===== config.mk =====
export PLATFORM = sky130hd
export DESIGN_NAME = md4_message_digest
export DESIGN_NICKNAME = d
export VERILOG_FILES = /design/src/md4_pkg.sv /design/src/md4_msg_ram.sv /design/src/md4_core.sv /design/src/md4_message_digest.sv
export SDC_FILE = /design/constraint.sdc
export NUM_CORES = 2
export LEC_CHECK = 0
export BUFFER_PORTS_ARGS = -buffer_cell sky130_fd_sc_hd__buf_4
export CAP_MARGIN = 40
export CORE_UTILIZATION = 30
export DETAILED_ROUTE_END_ITERATION = 8
export GPL_TIMING_DRIVEN = 1
export PLACE_DENSITY = 0.5
export REMOVE_ABC_BUFFERS = 1
export SLEW_MARGIN = 20
export SYNTH_ARGS = -nofsm -noshare
export SYNTH_HDL_FRONTEND = slang
export SYNTH_SLANG_ARGS = --single-unit

===== constraint.sdc =====
create_clock -name clk -period 10.8 [get_ports clk]
set_input_delay 0 -clock clk [delete_from_list [all_inputs] [get_ports clk]]
set_output_delay 0 -clock clk [all_outputs]
set_load 0.05 [all_outputs]

===== src/md4_pkg.sv =====
// ----------------------------------------------------------------------------
// MD4 package
// Shared constants, types and step tables for the MD4 digest block.
// ----------------------------------------------------------------------------
package md4_pkg;

    localparam logic [31:0] INIT_A   = 32'h67452301;
    localparam logic [31:0] INIT_B   = 32'hEFCDAB89;
    localparam logic [31:0] INIT_C   = 32'h98BADCFE;
    localparam logic [31:0] INIT_D   = 32'h10325476;
    localparam logic [31:0] ROUND2_K = 32'h5A827999;
    localparam logic [31:0] ROUND3_K = 32'h6ED9EBA1;

    localparam int unsigned STEP_COUNT = 48;

    typedef logic [3:0][31:0] chain_t;

    typedef struct packed {
        logic start;
        logic init;
    } core_ctrl_t;

    // Message word used by a given compression step.
    function automatic logic [3:0] msg_index(input logic [5:0] step);
        logic [3:0] pos;
        logic [3:0] idx;
        pos = step[3:0];
        case (step[5:4])
            2'd1:    idx = {pos[1:0], pos[3:2]};
            2'd2:    idx = {pos[0], pos[1], pos[2], pos[3]};
            default: idx = pos;
        endcase
        return idx;
    endfunction

    // Left rotation amount of a given compression step.
    function automatic logic [4:0] shift_amt(input logic [5:0] step);
        logic [4:0] s;
        case ({step[5:4], step[1:0]})
            4'b00_00: s = 5'd3;
            4'b00_01: s = 5'd7;
            4'b00_10: s = 5'd11;
            4'b00_11: s = 5'd19;
            4'b01_00: s = 5'd3;
            4'b01_01: s = 5'd5;
            4'b01_10: s = 5'd9;
            4'b01_11: s = 5'd13;
            4'b10_00: s = 5'd3;
            4'b10_01: s = 5'd9;
            4'b10_10: s = 5'd11;
            4'b10_11: s = 5'd15;
            default:  s = 5'd3;
        endcase
        return s;
    endfunction

    function automatic logic [31:0] rotl32(input logic [31:0] x, input logic [4:0] n);
        logic [63:0] tmp;
        tmp = {x, x} << n;
        return tmp[63:32];
    endfunction

endpackage


===== src/md4_msg_ram.sv =====
// ----------------------------------------------------------------------------
// MD4 message RAM
// Sixteen-word block buffer with one write port and one registered read port.
// ----------------------------------------------------------------------------
module md4_msg_ram (
    input  logic        clk,
    input  logic        we,
    input  logic [3:0]  waddr,
    input  logic [31:0] wdata,
    input  logic [3:0]  raddr,
    output logic [31:0] rdata
);

    logic [31:0] mem [16];
    logic [31:0] rdata_reg;

    always_ff @(posedge clk)
    begin
        if (we)
        begin
            mem[waddr] <= wdata;
        end
        rdata_reg <= mem[raddr];
    end

    assign rdata = rdata_reg;

endmodule


===== src/md4_core.sv =====
// ----------------------------------------------------------------------------
// MD4 compression core
// Runs the 48 steps of one block, one step per cycle, on words read from the
// block buffer, then folds the result into the chaining words.
// ----------------------------------------------------------------------------
module md4_core (
    input  logic               clk,
    input  logic               rst_n,
    input  md4_pkg::core_ctrl_t ctrl,
    output logic [3:0]         raddr,
    input  logic [31:0]        rdata,
    output md4_pkg::chain_t    chain,
    output logic               done
);

    import md4_pkg::*;

    chain_t      chain_reg;
    logic [31:0] a_reg, b_reg, c_reg, d_reg;
    logic [5:0]  step_reg;
    logic        run_reg;
    logic        add_reg;

    logic [5:0]  cur_step;
    logic [31:0] f_val;
    logic [31:0] k_val;
    logic [31:0] sum;
    logic [31:0] new_b;

    // The word for step n is requested while step n-1 is being computed.
    assign raddr    = msg_index(step_reg);
    assign cur_step = step_reg - 6'd1;

    always_comb
    begin
        case (cur_step[5:4])
            2'd0:
            begin
                f_val = (b_reg & c_reg) | (~b_reg & d_reg);
                k_val = 32'd0;
            end
            2'd1:
            begin
                f_val = (b_reg & c_reg) | (b_reg & d_reg) | (c_reg & d_reg);
                k_val = ROUND2_K;
            end
            default:
            begin
                f_val = b_reg ^ c_reg ^ d_reg;
                k_val = ROUND3_K;
            end
        endcase
        sum   = a_reg + f_val + rdata + k_val;
        new_b = rotl32(sum, shift_amt(cur_step));
    end

    always_ff @(posedge clk or negedge rst_n)
    begin
        if (!rst_n)
        begin
            chain_reg <= {INIT_D, INIT_C, INIT_B, INIT_A};
            step_reg  <= '0;
            run_reg   <= 1'b0;
            add_reg   <= 1'b0;
        end
        else
        begin
            if (ctrl.start)
            begin
                step_reg <= '0;
                run_reg  <= 1'b1;
            end
            else if (run_reg)
            begin
                step_reg <= step_reg + 6'd1;
                if (step_reg == 6'(STEP_COUNT))
                begin
                    run_reg <= 1'b0;
                    add_reg <= 1'b1;
                end
            end
            if (add_reg)
            begin
                add_reg      <= 1'b0;
                chain_reg[0] <= chain_reg[0] + a_reg;
                chain_reg[1] <= chain_reg[1] + b_reg;
                chain_reg[2] <= chain_reg[2] + c_reg;
                chain_reg[3] <= chain_reg[3] + d_reg;
            end
            else if (ctrl.init)
            begin
                chain_reg <= {INIT_D, INIT_C, INIT_B, INIT_A};
            end
        end
    end

    // Working variables rotate so that the updated word always lands in b;
    // after a multiple of four steps a..d line up with A..D again.
    always_ff @(posedge clk)
    begin
        if (ctrl.start)
        begin
            a_reg <= chain_reg[0];
            b_reg <= chain_reg[1];
            c_reg <= chain_reg[2];
            d_reg <= chain_reg[3];
        end
        else if (run_reg && (step_reg != 6'd0))
        begin
            a_reg <= d_reg;
            b_reg <= new_b;
            c_reg <= b_reg;
            d_reg <= c_reg;
        end
    end

    assign chain = chain_reg;
    assign done  = add_reg;

endmodule


===== src/md4_message_digest.sv =====
// ----------------------------------------------------------------------------
// MD4 message digest
// Byte-granular MD4 hashing of one message at a time, with padding and
// length append, delivering the four digest words on the output stream.
// ----------------------------------------------------------------------------
// The block takes a message as little-endian 32-bit words, up to four bytes
// per transaction, and returns the four MD4 digest words (A first) after the
// transaction marked tlast. An input transaction that completes a 64-byte
// block starts a compression, with the core doing one of the 48 steps per
// cycle against the single read port of the block RAM, followed by the final
// chaining add. The end of a message writes each padding word into the block
// RAM, runs one or two compressions, and presents four output transactions.
// While padding, compressing or presenting the digest, the input side is
// held off. No clearing pass is needed after reset.
// ----------------------------------------------------------------------------
module md4_message_digest (
    input  logic        clk,
    input  logic        rst_n,
    input  logic        s_axis_tvalid,
    output logic        s_axis_tready,
    input  logic [39:0] s_axis_tdata,   // data_word[31:0], valid_bytes[34:32], zero[39:35]
    input  logic        s_axis_tlast,
    output logic        m_axis_tvalid,
    input  logic        m_axis_tready,
    output logic [31:0] m_axis_tdata,   // digest_word[31:0]
    output logic [1:0]  m_axis_tuser,   // word_index[1:0]
    output logic        m_axis_tlast
);

    import md4_pkg::*;

    typedef enum logic [2:0] {
        S_IDLE,
        S_PAD_FIRST,
        S_PAD_ZERO,
        S_COMP,
        S_OUT
    } state_t;

    // Mask covering the low cnt bytes of a word (cnt up to four).
    function automatic logic [31:0] byte_mask(input logic [2:0] cnt);
        logic [31:0] m;
        case (cnt)
            3'd0:    m = 32'h0000_0000;
            3'd1:    m = 32'h0000_00FF;
            3'd2:    m = 32'h0000_FFFF;
            3'd3:    m = 32'h00FF_FFFF;
            default: m = 32'hFFFF_FFFF;
        endcase
        return m;
    endfunction

    state_t      state_reg, state_next;
    state_t      ret_reg, ret_next;
    logic [5:0]  fill_reg, fill_next;
    logic [31:0] acc_reg, acc_next;
    logic [63:0] len_reg, len_next;
    logic [3:0]  pad_idx_reg, pad_idx_next;
    logic        extra_reg, extra_next;
    logic [1:0]  oidx_reg, oidx_next;

    logic        in_fire;
    logic        out_fire;
    logic [2:0]  n_bytes;
    logic [2:0]  total;
    logic [63:0] combined;
    logic [31:0] partial;

    logic        ram_we;
    logic [3:0]  ram_waddr;
    logic [31:0] ram_wdata;
    logic [3:0]  ram_raddr;
    logic [31:0] ram_rdata;

    core_ctrl_t  core_ctrl;
    chain_t      chain;
    logic        core_done;

    assign in_fire  = s_axis_tvalid && s_axis_tready;
    assign out_fire = m_axis_tvalid && m_axis_tready;

    // A valid count above four counts as four.
    assign n_bytes = s_axis_tdata[34] ? 3'd4 : {1'b0, s_axis_tdata[33:32]};
    assign total   = {1'b0, fill_reg[1:0]} + n_bytes;

    // The held partial word keeps the bytes of the buffer word not yet full;
    // new bytes are placed right above them.
    assign partial  = acc_reg & byte_mask({1'b0, fill_reg[1:0]});
    assign combined = {32'd0, partial}
                    | ({32'd0, s_axis_tdata[31:0] & byte_mask(n_bytes)}
                       << {fill_reg[1:0], 3'b000});

    always_comb
    begin
        state_next   = state_reg;
        ret_next     = ret_reg;
        fill_next    = fill_reg;
        acc_next     = acc_reg;
        len_next     = len_reg;
        pad_idx_next = pad_idx_reg;
        extra_next   = extra_reg;
        oidx_next    = oidx_reg;
        ram_we       = 1'b0;
        ram_waddr    = fill_reg[5:2];
        ram_wdata    = combined[31:0];
        core_ctrl    = '0;

        unique case (state_reg)
            S_IDLE:
            begin
                if (in_fire)
                begin
                    ram_we    = total[2];
                    fill_next = fill_reg + {3'd0, n_bytes};
                    len_next  = len_reg + {58'd0, n_bytes, 3'b000};
                    acc_next  = total[2] ? combined[63:32] : combined[31:0];
                    if (total[2] && (fill_reg[5:2] == 4'd15))
                    begin
                        state_next     = S_COMP;
                        core_ctrl.start = 1'b1;
                        ret_next       = s_axis_tlast ? S_PAD_FIRST : S_IDLE;
                    end
                    else if (s_axis_tlast)
                    begin
                        state_next = S_PAD_FIRST;
                    end
                end
            end
            S_PAD_FIRST:
            begin
                // Closing byte 0x80 goes right after the last message byte.
                // In slot 14 it leaves no room for the length, so a zero-filled
                // block follows; in slot 15 it closes the block by itself.
                ram_we       = 1'b1;
                ram_wdata    = partial | (32'h0000_0080 << {fill_reg[1:0], 3'b000});
                pad_idx_next = fill_reg[5:2] + 4'd1;
                extra_next   = (fill_reg[5:2] == 4'd14);
                if (fill_reg[5:2] == 4'd15)
                begin
                    state_next      = S_COMP;
                    core_ctrl.start = 1'b1;
                    ret_next        = S_PAD_ZERO;
                end
                else
                begin
                    state_next = S_PAD_ZERO;
                end
            end
            S_PAD_ZERO:
            begin
                // The length words go into the last two slots of the final block
                // only; when the closing byte spilled past slot 13 this block
                // is zero-filled and one more block follows.
                ram_we       = 1'b1;
                ram_waddr    = pad_idx_reg;
                pad_idx_next = pad_idx_reg + 4'd1;
                if (!extra_reg && (pad_idx_reg == 4'd14))
                begin
                    ram_wdata = len_reg[31:0];
                end
                else if (!extra_reg && (pad_idx_reg == 4'd15))
                begin
                    ram_wdata = len_reg[63:32];
                end
                else
                begin
                    ram_wdata = 32'd0;
                end
                if (pad_idx_reg == 4'd15)
                begin
                    state_next      = S_COMP;
                    core_ctrl.start = 1'b1;
                    extra_next      = 1'b0;
                    ret_next        = extra_reg ? S_PAD_ZERO : S_OUT;
                end
            end
            S_COMP:
            begin
                if (core_done)
                begin
                    state_next = ret_reg;
                end
            end
            S_OUT:
            begin
                if (out_fire)
                begin
                    oidx_next = oidx_reg + 2'd1;
                    if (oidx_reg == 2'd3)
                    begin
                        core_ctrl.init = 1'b1;
                        fill_next      = '0;
                        len_next       = '0;
                        state_next     = S_IDLE;
                    end
                end
            end
            default:
            begin
                state_next = S_IDLE;
            end
        endcase
    end

    always_ff @(posedge clk or negedge rst_n)
    begin
        if (!rst_n)
        begin
            state_reg   <= S_IDLE;
            ret_reg     <= S_IDLE;
            fill_reg    <= '0;
            len_reg     <= '0;
            pad_idx_reg <= '0;
            extra_reg   <= 1'b0;
            oidx_reg    <= '0;
        end
        else
        begin
            state_reg   <= state_next;
            ret_reg     <= ret_next;
            fill_reg    <= fill_next;
            len_reg     <= len_next;
            pad_idx_reg <= pad_idx_next;
            extra_reg   <= extra_next;
            oidx_reg    <= oidx_next;
        end
    end

    always_ff @(posedge clk)
    begin
        acc_reg <= acc_next;
    end

    md4_msg_ram u_msg_ram (
        .clk   (clk),
        .we    (ram_we),
        .waddr (ram_waddr),
        .wdata (ram_wdata),
        .raddr (ram_raddr),
        .rdata (ram_rdata)
    );

    md4_core u_core (
        .clk   (clk),
        .rst_n (rst_n),
        .ctrl  (core_ctrl),
        .raddr (ram_raddr),
        .rdata (ram_rdata),
        .chain (chain),
        .done  (core_done)
    );

    assign s_axis_tready = (state_reg == S_IDLE);
    assign m_axis_tvalid = (state_reg == S_OUT);
    assign m_axis_tdata  = chain[oidx_reg];
    assign m_axis_tuser  = oidx_reg;
    assign m_axis_tlast  = (oidx_reg == 2'd3);

endmodule

* Word-level counts from Yosys, hierarchy flattened
Memory sizes are Yosys's and may differ from the RTL's. A register that Yosys moved wholly into a read port is not among the register bits. Index checks and enable logic that the tools add are counted.
Operators by class: add/subtract/negate cells 15, reduce and logical (&&, ||, !) cells 25, mux-type cells 71, bitwise gates (word level) 14, magnitude comparators 1, equal/unequal tests 27, shift operators 3
Operators with widths (number):
- 32-bit two-way mux | 12
- 128-bit two-way mux | 2
- 32-bit one-hot mux with 4 select lines | 2
- 32-bit adder | 6
- 32-bit AND | 6
- 64-bit two-way mux | 3
- 32-bit OR | 4
- 32-bit one-hot mux with 2 select lines | 2
- 64-bit one-hot mux with 2 select lines | 1
- 64-bit by 6-bit adder with 64-bit output | 1
- 32-bit binary-select mux with 2-bit select | 1
- 32-bit by 64-bit OR with 64-bit output | 1
- 32-bit by 5-bit left shift with 64-bit output | 1
- 64-bit by 5-bit left shift with 64-bit output | 1
- 32-bit XOR | 2
- 31-bit one-hot mux with 2 select lines | 1
- 3-bit two-way mux | 13
- 32-bit by 31-bit adder with 32-bit output | 1
- 32-bit inverter | 1
- 8-bit by 5-bit left shift with 32-bit output (first input constant) | 1
- 6-bit two-way mux | 5
- 1-bit two-way mux | 20
- 4-bit == test (second input constant) | 4
- 4-bit one-hot mux with 2 select lines | 2
- 34 further kinds | 63
Word-level totals: memories kept 2, output and inout port bits 37, memory bits (read-only) 64, memory bits (writable) 512, register bits after elaboration 379
Memory list:
- u_msg_ram.mem | depth 16, bits a word 32, rd ports 1, clocked after memory_dff 1, wr ports 1, line md4_msg_ram.sv:14 | logic [31:0] mem [16];
- (name not given) | depth 16, bits a word 4, rd ports 1, clocked after memory_dff 0, wr ports 0, line md4_pkg.sv:39 | case ({step[5:4], step[1:0]})

* Depth between registers and ports, before layout
depth after elaboration 10, depth in mapped cells 27, depth with buffers taken out 23

* Hierarchy
A second synthesis with hierarchy kept.
Unflattened totals: cell total of the unflattened synthesis 4393, area, all modules 50962.6 µm²
Modules (own cells, without submodules):
- md4_core | times used 1, cells each 2686, area an instance 23303.6 µm²
- md4_msg_ram | times used 1, cells each 838, area an instance 19835.3 µm²
- md4_message_digest | times used 1, cells each 869, area an instance 7823.8 µm²

* Least setup slack after synthesis
OpenSTA, ideal clock, no wires.
kind register -> register, start point register u_core.step_reg[0], end point register u_core.a_reg[0] (enable), path buffers 1, slack -0.363 ns, period minus slack after synthesis 11.163 ns, data arrival time 10.371 ns, data required time 10.008 ns, stages on the path, launching flop included 6, cells stage by stage dfrtp_1 > clkbuf_1 > inv_1 > ha_1 > and3_1 > o21ai_0
Between the ends: cells in the longest elaborated chain, start to end 3
Ends and longest elaborated chain:
- start: declaration | line md4_core.sv:20 | logic [5:0] step_reg;
- start signal: assignment | line md4_core.sv:75 | step_reg <= step_reg + 6'd1;
- 6-bit nonzero test | line md4_core.sv:108 | else if (run_reg && (step_reg != 6'd0))
- 1-bit logical AND | line md4_core.sv:108
- 2-bit nonzero test (no source line)
- end signal: assignment | line md4_core.sv:103 | a_reg <= chain_reg[0];
- end signal: assignment | line md4_core.sv:110 | a_reg <= d_reg;
- end: declaration | line md4_core.sv:19 | logic [31:0] a_reg, b_reg, c_reg, d_reg;
No other way between the ends. A chain may end at the register's enable or synchronous reset.

* Final worst setup path
start point register u_core.step_reg[0], end point register u_core.b_reg[0], data pin
Between the ends: cells in the longest elaborated chain, start to end 9
Ends and longest elaborated chain:
- 6-bit by 1-bit subtractor with 6-bit output * | line md4_core.sv:32 | assign cur_step = step_reg - 6'd1;
- 2-bit by 1-bit == test with 1-bit output or 2-bit zero test (tied branches) | line md4_core.sv:36 | case (cur_step[5:4])
- 32-bit one-hot mux with 2 select lines | line md4_core.sv:36
- 32-bit adder (2 in series) | line md4_core.sv:53 | sum = a_reg + f_val + rdata + k_val;
- 32-bit by 31-bit adder with 32-bit output | line md4_core.sv:53
- 64-bit by 5-bit left shift with 64-bit output * | line md4_pkg.sv:59 | tmp = {x, x} << n;
- 32-bit two-way mux * | line md4_core.sv:108
- 32-bit two-way mux * | line md4_core.sv:101 | if (ctrl.start)
- end signal: assignment | line md4_core.sv:104 | b_reg <= chain_reg[1];
- end signal: assignment | line md4_core.sv:111 | b_reg <= new_b;
- end: declaration | line md4_core.sv:19
Every way passes the cells marked *; elsewhere a longest branch is shown, timed or not. The select of a mux whose other input is x is not followed.

==> results.toml <==
[outcome]
outcome = "complete, no violations"

[routing]
first_pass_iters = 6
dr.first_iter.drc_count = 3392
ant_nets = 0
drc = 0
wl_per_cell_um = 23.6
vias = 37000
routed_wl_um = 162000
via_per_inst = 5.37

[global_routing]
antenna_found_initial = 3
grt_pass1_wl_um = 242000
grt_usage_pct = 18.5
grt_start_max_net_pins = 129
grt_pass1_vias = 36000
grt_overflow = 0

[timing]
finClkSkew_ns = 0.0551
finalCritPeriodShare_pct = 73.9
tightestPinTransition_ns = 0.911
finalSetupViolations = 0
final_max_slew_viol_count = 0
rsz0062_at_grt = "no"
fmax_mhz = 125
fin_crit_ns = 7.99
relSlewSlack_pct = 39.3
finalHoldViolations = 0

[yosys]
yosys.area_share.simple_pct = 11.2
synth.cell_area_um2 = 51300
synth_mux_area_share_pct = 8.65
synth_cells = 4488
yosys_register_bits = 912
avgSynthCellArea_um2 = 11.4
synth_compound_area_share_pct = 14.6
ys_seq_area_share_pct = 50.8
ys_warn_count = 0
synth_fa_ha_area_share_pct = 8.09
async_flop_share_pct = 23.7
synth_top_family_by_area = "compound AO/OA/AOI/OAI gates"
synthFlopType = "edfxtp_1"
synthXorXnorAreaFrac_pct = 3.23
synth_cell_types = 101
synth_edf_count = 664

[critical_path]
worstPathRequired_ns = 11.30
crit_arrival_ns = 8.48
cp-startpoint = "u_core.step_reg[0]$_DFFE_PN0P_"
reg2reg_from = "u_core.step_reg[0]$_DFFE_PN0P_"
critPathKind = "reg2reg"
worst_setup_path_end_kind = "flip-flop"
cpLargestDelayFamily = "compound AO/OA/AOI/OAI gates"
critPathMaxFanout = 42
path_cells = "inv_1 -> ha_1 -> nor3b_1 -> xnor2_2 -> buf_4 -> nand2_1 -> fa_1 -> inv_1 -> fa_1 -> ha_1 -> nand2b_1 -> a21oi_1 -> o211ai_1 -> o31ai_1 -> a211oi_1 -> a311oi_1 -> a21oi_1 -> nor4_1 -> a211oi_2 -> o221ai_1"
cp_slowest_cell = "a311oi_1"
critPathMaxStageDelay_ns = 0.77
critPathBufInv = 3
start_kind = "flip-flop"

[cells_and_area]
area_growth_pct = 14.4
layout-drive-gt1-share_pct = 14.1
fillers = 16800
largest_reg_flops = 512
final_net_count = 4904
final_cell_area_um2 = 58700

[floorplanning]
core_area_um2 = 170000
rows = 151
io_pins = 82
start_util_pct = 30.2
fp.dieW_um = 416
die_y_um = 416
die_area_um2 = 173000

[clock_tree]
cts_buffers = 98
cts_buffer_depth = 3
clkTransAtPathRegs_ns = 0.06
cts_sinks = 912
cts_tree = "built"
htree_levels = 3
root_buffer = "clkbuf_16"
cts_setup_buffers = 0
worstSkewPairLatency_ns = 0.72

[placed_design]
io_buffer_count = 76
hpwl_um = 107000
routabilityCongestion = 0.883
postPlaceCellArea_um2 = 54800

[worst_hold_path]
hold_path.class = "in2async"

[run]
maxCapViolCount = 0
[worst reg2reg max path, cell delays in order, from the launching register on]
cell and delay (ns):
dfrtp_1 0.68, inv_1 0.27, ha_1 0.17, nor3b_1 0.49, xnor2_2 0.17, buf_4 0.57
nand2_1 0.68, fa_1 0.69, inv_1 0.05, fa_1 0.43, ha_1 0.36, nand2b_1 0.09
a21oi_1 0.36, o211ai_1 0.26, o31ai_1 0.63, a211oi_1 0.17, a311oi_1 0.77, a21oi_1 0.23
nor4_1 0.39, a211oi_2 0.10, o221ai_1 0.21
[cell usage in the layout (no fill, tap or decap), types with 24 or more instances in the layout]
master	netlist	routed
edfxtp_1	664	664
nand2_1	502	502
a21oi_1	323	323
nor2_1	305	285
o21ai_0	286	281
inv_1	205	204
ha_1	183	183
buf_4	3	166
mux4_2	160	160
dfrtp_1	152	147
xor2_1	110	110
clkbuf_16	0	99
fa_1	93	93
nor3_1	88	87
nand3_1	83	82
a21o_1	77	77
xnor2_1	79	76
mux2i_1	73	73
dfstp_2	64	64
a211oi_1	60	60
nor2b_1	51	50
dlygate4sd3_1	0	50
a31oi_1	45	45
a22oi_1	43	43
and3_1	39	39
dfxtp_1	32	32
nand2b_1	30	30
o211ai_1	27	27
nand4_1	25	25
o22ai_1	26	25
clkbuf_1	191	25
or3_1	24	24
o21a_1	24	24
[metal layers]
metal / track usage (%) / wire length, µm
met1: 26.4 / 74700
met2: 29.6 / 74500
met3: 2.03 / 8390
met4: 5.33 / 4820
met5: 0 / 0
[repair_timing]
item,4_1_cts,5_1_grt
endpoints found under the hold margin,147,0
hold buffers,51,0
gates resized for setup,0,0
[kinds of logic after synthesis]
family                     Yosys count
and+or+nand+nor                   1250
AOI/OAI and AO/OA                 1170
DFF                                912
buffers and inverters              449
adders and majority gates          276
muxes                              242
xor gates and xnor gates           189
[synth_stat cells, drive strengths merged, types with 93 or more instances]
cell type	count	area, µm²
ha	183	2290
xor2	110	963
o21ai	305	1530
clkbuf	191	717
fa	93	1860
dfrtp	152	3800
nand2	505	1910
a21oi	324	1630
inv	206	773
nor2	307	1160
mux4	160	3600
edfxtp	664	19900
[path summary, 6_finish.rpt]
| kind | endpoint | slack, ns | depth (start not counted) |
|---|---|---|---|
| worst min-delay path | u_core.chain[97]$_DFFE_PN1P_ | 0.04 | 2 |
| min in group clk | acc_reg[14]$_DFFE_PP_ | 0.06 | 4 |
| worst max register to register | u_core.b_reg[0]$_DFFE_PP_ | 2.81 | 20 |
| max in group asynchronous | len_reg[25]$_DFFE_PN0P_ | 9.42 | 5 |
| worst max-delay path | u_core.b_reg[0]$_DFFE_PP_ | 2.81 | 20 |
| worst min register to register | ret_reg[0]$_DFFE_PN0P_ | 0.47 | 2 |
[cell type report]
cell class	count	area [µm²]	share of cell area, %
Antenna cell	1	2.50	0.00427
Clock buffer	133	2700	4.59
Clock inverter	52	524	0.894
Inverter	206	773	1.32
Multi-Input combinational cell	3127	23700	40.4
Sequential cell	912	26100	44.4
Tap cell	2218	2780	4.73
Timing Repair Buffer	238	2100	3.58
[per-stage QoR]
stage | hold slack (ns) | instances | setup WS, ns | setup TNS (ns) | utilization (%)
CTS | 0.0163 | 6880 | 2.93 | 0 | 34.5
global placement | 0.0181 | 6628 | 3.10 | 0 | 32.2
global route | 0.0478 | 6886 | 2.48 | 0 | 34.6
floorplan | -0.296 | 4245 | -7.94 | -437.04 | -
finish | 0.0408 | 6887 | 2.81 | 0 | 34.6
detailed placement | 0.0156 | 6644 | 2.96 | 0 | 32.3
Power is left out: the tool's default activity adds up to more than one toggle a clock period on the data nets, which glitch-free logic cannot reach.
